`config.mk`:
```
export PLATFORM = sky130hd
export DESIGN_NAME = pipw_edge_unit
export DESIGN_NICKNAME = d
export VERILOG_FILES = /design/src/hdl/pipw_pkg.sv /design/src/hdl/pipw_edge_unit.sv
export SDC_FILE = /design/constraint.sdc
export NUM_CORES = 2
export LEC_CHECK = 0
export BUFFER_PORTS_ARGS = -buffer_cell sky130_fd_sc_hd__buf_2
export CAP_MARGIN = 15
export CORE_ASPECT_RATIO = 0.5
export CORE_MARGIN = 1.5
export CORE_UTILIZATION = 35
export CTS_CLUSTER_SIZE = 20
export DETAILED_ROUTE_END_ITERATION = 10
export GPL_ROUTABILITY_DRIVEN = 0
export PLACE_DENSITY = 0.59
export REMOVE_ABC_BUFFERS = 1
export SLEW_MARGIN = 20
export SYNTH_ARGS = -nofsm -noshare
export SYNTH_HDL_FRONTEND = slang
export SYNTH_SLANG_ARGS = --single-unit
```
`constraint.sdc`:
```
create_clock -name i_clk -period 17.45 [get_ports i_clk]
set_clock_uncertainty 0.05 [all_clocks]
set_input_delay 3.49 -clock i_clk [delete_from_list [all_inputs] [get_ports i_clk]]
set_output_delay 3.49 -clock i_clk [all_outputs]
set_load 0.02 [all_outputs]
```
`src/hdl/pipw_pkg.sv`:
```
// ---------------------------------------------------------------------------
// pipw_pkg: shared definitions for the winding-number point-in-polygon block
// Command codes, default sizes and the control and status groups that pass
// between the sequencer and the edge arithmetic unit.
// ---------------------------------------------------------------------------
package pipw_pkg;

    localparam int DEF_MAX_VERTICES = 256;
    localparam int DEF_COORD_BITS   = 24;

    localparam logic [1:0] CMD_CLEAR  = 2'd0;
    localparam logic [1:0] CMD_APPEND = 2'd1;
    localparam logic [1:0] CMD_QUERY  = 2'd2;

    // Sequencer to edge unit.
    typedef struct packed {
        logic load_diff;
        logic mul_p;
        logic mul_q;
    } t_unit_ctl;

    // Edge unit to sequencer: sign of the cross product.
    typedef struct packed {
        logic pos;
        logic neg;
    } t_unit_sts;

endpackage

```
`src/hdl/pipw_edge_unit.sv`:
```
// ---------------------------------------------------------------------------
// pipw_edge_unit: exact cross-product sign for one polygon edge
// Forms the coordinate differences, then uses a single multiplier twice to
// build both products, and reports the sign of their difference.
// ---------------------------------------------------------------------------
module pipw_edge_unit
    import pipw_pkg::*;
#(
    parameter int COORD_BITS = DEF_COORD_BITS
) (
    input  logic                         i_clk,
    input  t_unit_ctl                    i_ctl,
    input  logic signed [COORD_BITS-1:0] i_x0,
    input  logic signed [COORD_BITS-1:0] i_y0,
    input  logic signed [COORD_BITS-1:0] i_x1,
    input  logic signed [COORD_BITS-1:0] i_y1,
    input  logic signed [COORD_BITS-1:0] i_px,
    input  logic signed [COORD_BITS-1:0] i_py,
    output t_unit_sts                    o_sts
);

    localparam int DW = COORD_BITS + 1;
    localparam int PW = 2 * DW;
    localparam int RW = PW + 1;

    logic signed [DW-1:0] r_dx, r_dyp, r_dxp, r_dy;
    logic signed [PW-1:0] r_p, r_q;
    logic signed [DW-1:0] mul_a, mul_b;
    logic signed [PW-1:0] mul_out;
    logic signed [RW-1:0] diff;

    // The one multiplier is shared by both products of the edge.
    assign mul_a   = i_ctl.mul_q ? r_dxp : r_dx;
    assign mul_b   = i_ctl.mul_q ? r_dy  : r_dyp;
    assign mul_out = mul_a * mul_b;

    always_ff @(posedge i_clk) begin
        if (i_ctl.load_diff) begin
            r_dx  <= {i_x1[COORD_BITS-1], i_x1} - {i_x0[COORD_BITS-1], i_x0};
            r_dyp <= {i_py[COORD_BITS-1], i_py} - {i_y0[COORD_BITS-1], i_y0};
            r_dxp <= {i_px[COORD_BITS-1], i_px} - {i_x0[COORD_BITS-1], i_x0};
            r_dy  <= {i_y1[COORD_BITS-1], i_y1} - {i_y0[COORD_BITS-1], i_y0};
        end
        if (i_ctl.mul_p) begin
            r_p <= mul_out;
        end
        if (i_ctl.mul_q) begin
            r_q <= mul_out;
        end
    end

    assign diff      = {r_p[PW-1], r_p} - {r_q[PW-1], r_q};
    assign o_sts.neg = diff[RW-1];
    assign o_sts.pos = !diff[RW-1] && (|diff);

endmodule

```
==> tab_implementation.tex <==
\begin{tabular}{lr}
\hline
Metric & Value \\
\hline
\multicolumn{2}{l}{\textbf{Worst setup path}} \\
\quad CP dominant cell by count & sky130\_fd\_sc\_hd\_\_fa\_1 \\
\quad Slowest stage delay, CP & 980 ps \\
\quad Crit path capture type & flop \\
\quad Kind of cell with the highest combined delay on the critical path & adder cells \\
\quad Category of the worst setup path launch point & input pin \\
\quad Slowest cell on crit path & sky130\_fd\_sc\_hd\_\_mux2i\_4 \\
\quad Crit Path Category & in -> reg \\
\quad Highest net fanout along the worst path & 57 \\
\quad Endpoint required time on the critical path & 17660 ps \\
\quad Bufs and invs on worst path & 6 \\
\quad Arrival time of the worst setup path & 12920 ps \\
\multicolumn{2}{l}{\textbf{Logic synthesis}} \\
\quad Multiplexer share of the synthesized area & 0.0285 \\
\quad Cell area after synthesis & 36400 sq um \\
\quad Synth warn & 0 \\
\quad Post-Synthesis Mean Instance Area & 9.45 sq um \\
\quad Compound-gate portion of the synthesized area & 0.0878 \\
\quad Synth cell types & 78 \\
\quad Combinational family with the most area after synthesis & adder cells \\
\quad Adder-Cell Fraction of Synth Area & 0.463 \\
\quad Number of enable-type register cells in the synthesized netlist & 200 \\
\quad Portion of the post-synthesis area used by sequential elements & 0.165 \\
\quad Async S/R FF share, synth & 0 \\
\quad Top post-synthesis cells by area & sky130\_fd\_sc\_hd\_\_fa\_1, sky130\_fd\_sc\_hd\_\_edfxtp\_1, sky130\_fd\_sc\_hd\_\_ha\_1 \\
\quad Simple-gate portion of the synthesized area & 0.126 \\
\quad Synth Area in XOR/XNOR & 0.0358 \\
\quad Top cell types by occurrence after synthesis & sky130\_fd\_sc\_hd\_\_inv\_1, sky130\_fd\_sc\_hd\_\_fa\_1, sky130\_fd\_sc\_hd\_\_nor2\_1 \\
\quad Dominant cell by count in the synthesized netlist & sky130\_fd\_sc\_hd\_\_inv\_1 \\
\quad Post-synthesis cell type with the largest combined area & sky130\_fd\_sc\_hd\_\_fa\_1 \\
\quad Cells after Synth & 3854 \\
\quad Number of register bits inferred by synthesis & 200 \\
\quad Post-synth top flop & sky130\_fd\_sc\_hd\_\_edfxtp\_1 \\
\quad Synth top area share & 0.364 \\
\multicolumn{2}{l}{\textbf{Clocking}} \\
\quad Clock-pin slew on the worst setup and hold paths & 80 ps \\
\quad Number of buffers added by the clock tree synthesis step & 17 \\
\quad Clk Latency, worst-skew pair & 520 ps \\
\quad CTS H-Tree Depth & 4 \\
\quad Post-CTS Setup Bufs & 0 \\
\quad Longest Clk Path Bufs & 2 \\
\quad CTS Hold Buffers Added & 0 \\
\quad \# clock sinks & 200 \\
\quad Cell at the root of the clock tree & sky130\_fd\_sc\_hd\_\_clkbuf\_16 \\
\quad Clock tree from TritonCTS & built \\
\quad Number of gates resized after cts & 0 \\
\multicolumn{2}{l}{\textbf{Floorplanning}} \\
\quad \# IOs & 150 \\
\quad Die height & 231 um \\
\quad Core area & 103000 sq um \\
\quad Die area & 106000 sq um \\
\quad Number of rows created at floorplan & 83 \\
\quad Die Wd & 459 um \\
\quad Starting Density & 0.354 \\
\multicolumn{2}{l}{\textbf{STA}} \\
\quad Final Cycle Share & 0.728 \\
\quad Setup TNS & 0 ps \\
\quad Fmax & 78.7 MHz \\
\quad Max-slew headroom at the worst pin & 0.248 \\
\quad Min Clock Period, post-route & 12710 ps \\
\quad Setup repair after global routing missed its margin & false \\
\quad Measured slew at the worst slew-check pin & 1110 ps \\
\quad Count of final max-slew check failures & 0 \\
\quad Hold Fails Final Rpt & 0 \\
\quad Final worst-path setup slack & 4740 ps \\
\quad Setup violators final & 0 \\
\multicolumn{2}{l}{\textbf{Routing}} \\
\quad Routed len/inst & 20.1 um \\
\quad Number of violations reported at the end of detailed-routing iteration 0 & 2308 \\
\quad Number of nets still failing antenna checks after routing & 0 \\
\quad Number of vias in the routed layout & 27629 \\
\quad Wire length after detailed routing & 107000 um \\
\quad DRC Markers & 0 \\
\quad Mean number of vias per cell & 5.19 \\
\quad First drt pass iteration count & 8 \\
\multicolumn{2}{l}{\textbf{Global route}} \\
\quad Via count of the first global-routing pass & 28539 \\
\quad GRT Residual Overflow & 0 \\
\quad Maximum number of pins on one net before global-route repair & 64 \\
\quad Antenna violations before repair & 1 \\
\quad Total global-route track usage & 0.204 \\
\quad Global-route wire length before repair & 165000 um \\
\multicolumn{2}{l}{\textbf{Placed design}} \\
\quad Detailed Place HPWL & 86300 um \\
\quad Total of buffers placed on input and output ports & 149 \\
\quad Setup slack after placement & 4290 ps \\
\multicolumn{2}{l}{\textbf{Cells and area}} \\
\quad Layout Area Growth over Synthesis & 8.42\% \\
\quad Final antenna diode count & 0 \\
\quad Final layout net count & 5051 \\
\quad Fraction of layout instances using a drive strength above 1 & 0.0794 \\
\multicolumn{2}{l}{\textbf{Outcome}} \\
\quad Run status & completed \\
\multicolumn{2}{l}{\textbf{Job}} \\
\quad Max-cap violations & 0 \\
\multicolumn{2}{l}{\textbf{Min path}} \\
\quad Worst min path class & reg -> reg \\
\hline
\end{tabular}
[layout make-up]
| type | count | area, sq um |
|---|---|---|
| clock buffers | 18 | 429 |
| inverters | 804 | 3020 |
| multi-input cells | 2740 | 27100 |
| fillers | 10254 | 63300 |
| flip-flops and latches | 200 | 6010 |
| repair buffers | 190 | 1070 |
| clock inverters | 14 | 138 |
| well taps | 1360 | 1700 |
[worst paths after layout]
path                                     endpoint  slack (ps)  depth (start not counted)           startpoint
worst max-delay path            r_q[49]$_DFFE_PP_        4740                         27             i_ctl[0]
worst min-delay path             r_q[0]$_DFFE_PP_         920                          3   r_dxp[0]$_DFFE_PP_
worst max register to register  r_q[49]$_DFFE_PP_        8530                         25  r_dxp[21]$_DFFE_PP_
worst min register to register   r_q[0]$_DFFE_PP_         920                          3   r_dxp[0]$_DFFE_PP_
[kinds of logic after synthesis]
| kind of cell | Yosys count |
|---|---|
| buf+inv | 914 |
| xor+xnor | 149 |
| compound gates | 472 |
| mux | 98 |
| simple gates | 1071 |
| flops | 200 |
| fa+ha+maj | 950 |
[metrics by stage]
stage          hold WS, ps  std cells  utilization  instance area [sq um]
2_1_floorplan          867       3744            -                  36000
3_5_place_dp           893       5294        0.378                  38900
6_report               921       5326        0.384                  39500
4_1_cts                918       5326        0.384                  39500
5_1_grt                984       5326        0.384                  39500
3_3_place_gp           883       5293        0.378                  38800
[worst min-delay path: stages, from the launching register on]
cell                       delay (ps)
sky130_fd_sc_hd__edfxtp_1         360
sky130_fd_sc_hd__mux2i_2           70
sky130_fd_sc_hd__buf_4            230
sky130_fd_sc_hd__nor2_1           160
[sequential cells by signal (all words and copies together) (netlist names)]
name / cells
r_dx: 25
r_dxp: 25
r_dy: 25
r_dyp: 25
r_p: 50
r_q: 50
[cell usage in the layout (no fill, tap or decap), drive strengths merged, types with 17 or more instances in the layout]
master,synthesis,layout
nor3,32,32
o21ai,92,92
a21o,62,62
and2,17,17
edfxtp,200,200
nand2b,32,32
fa,663,663
clkbuf,102,18
nand3,42,42
mux2i,53,53
or3,20,20
inv,803,810
xnor2,119,119
a31oi,23,23
nand2,387,387
a21boi,17,17
o21a,28,28
xor2,30,30
buf,8,190
a21oi,120,120
nor2,445,445
ha,287,287
nor2b,27,27
mux2,45,45
[metal layers]
metal	vias up	share of wire	global-route usage
li1	12360	-	-
met4	4	0.032	0.0651
met2	1256	0.42	0.300
met5	-	0.0016	0.0109
met1	13822	0.44	0.279
met3	187	0.11	0.0732
Power is not shown: default switching activity piles up to over one toggle a cycle in this logic, so the estimate is an artifact.
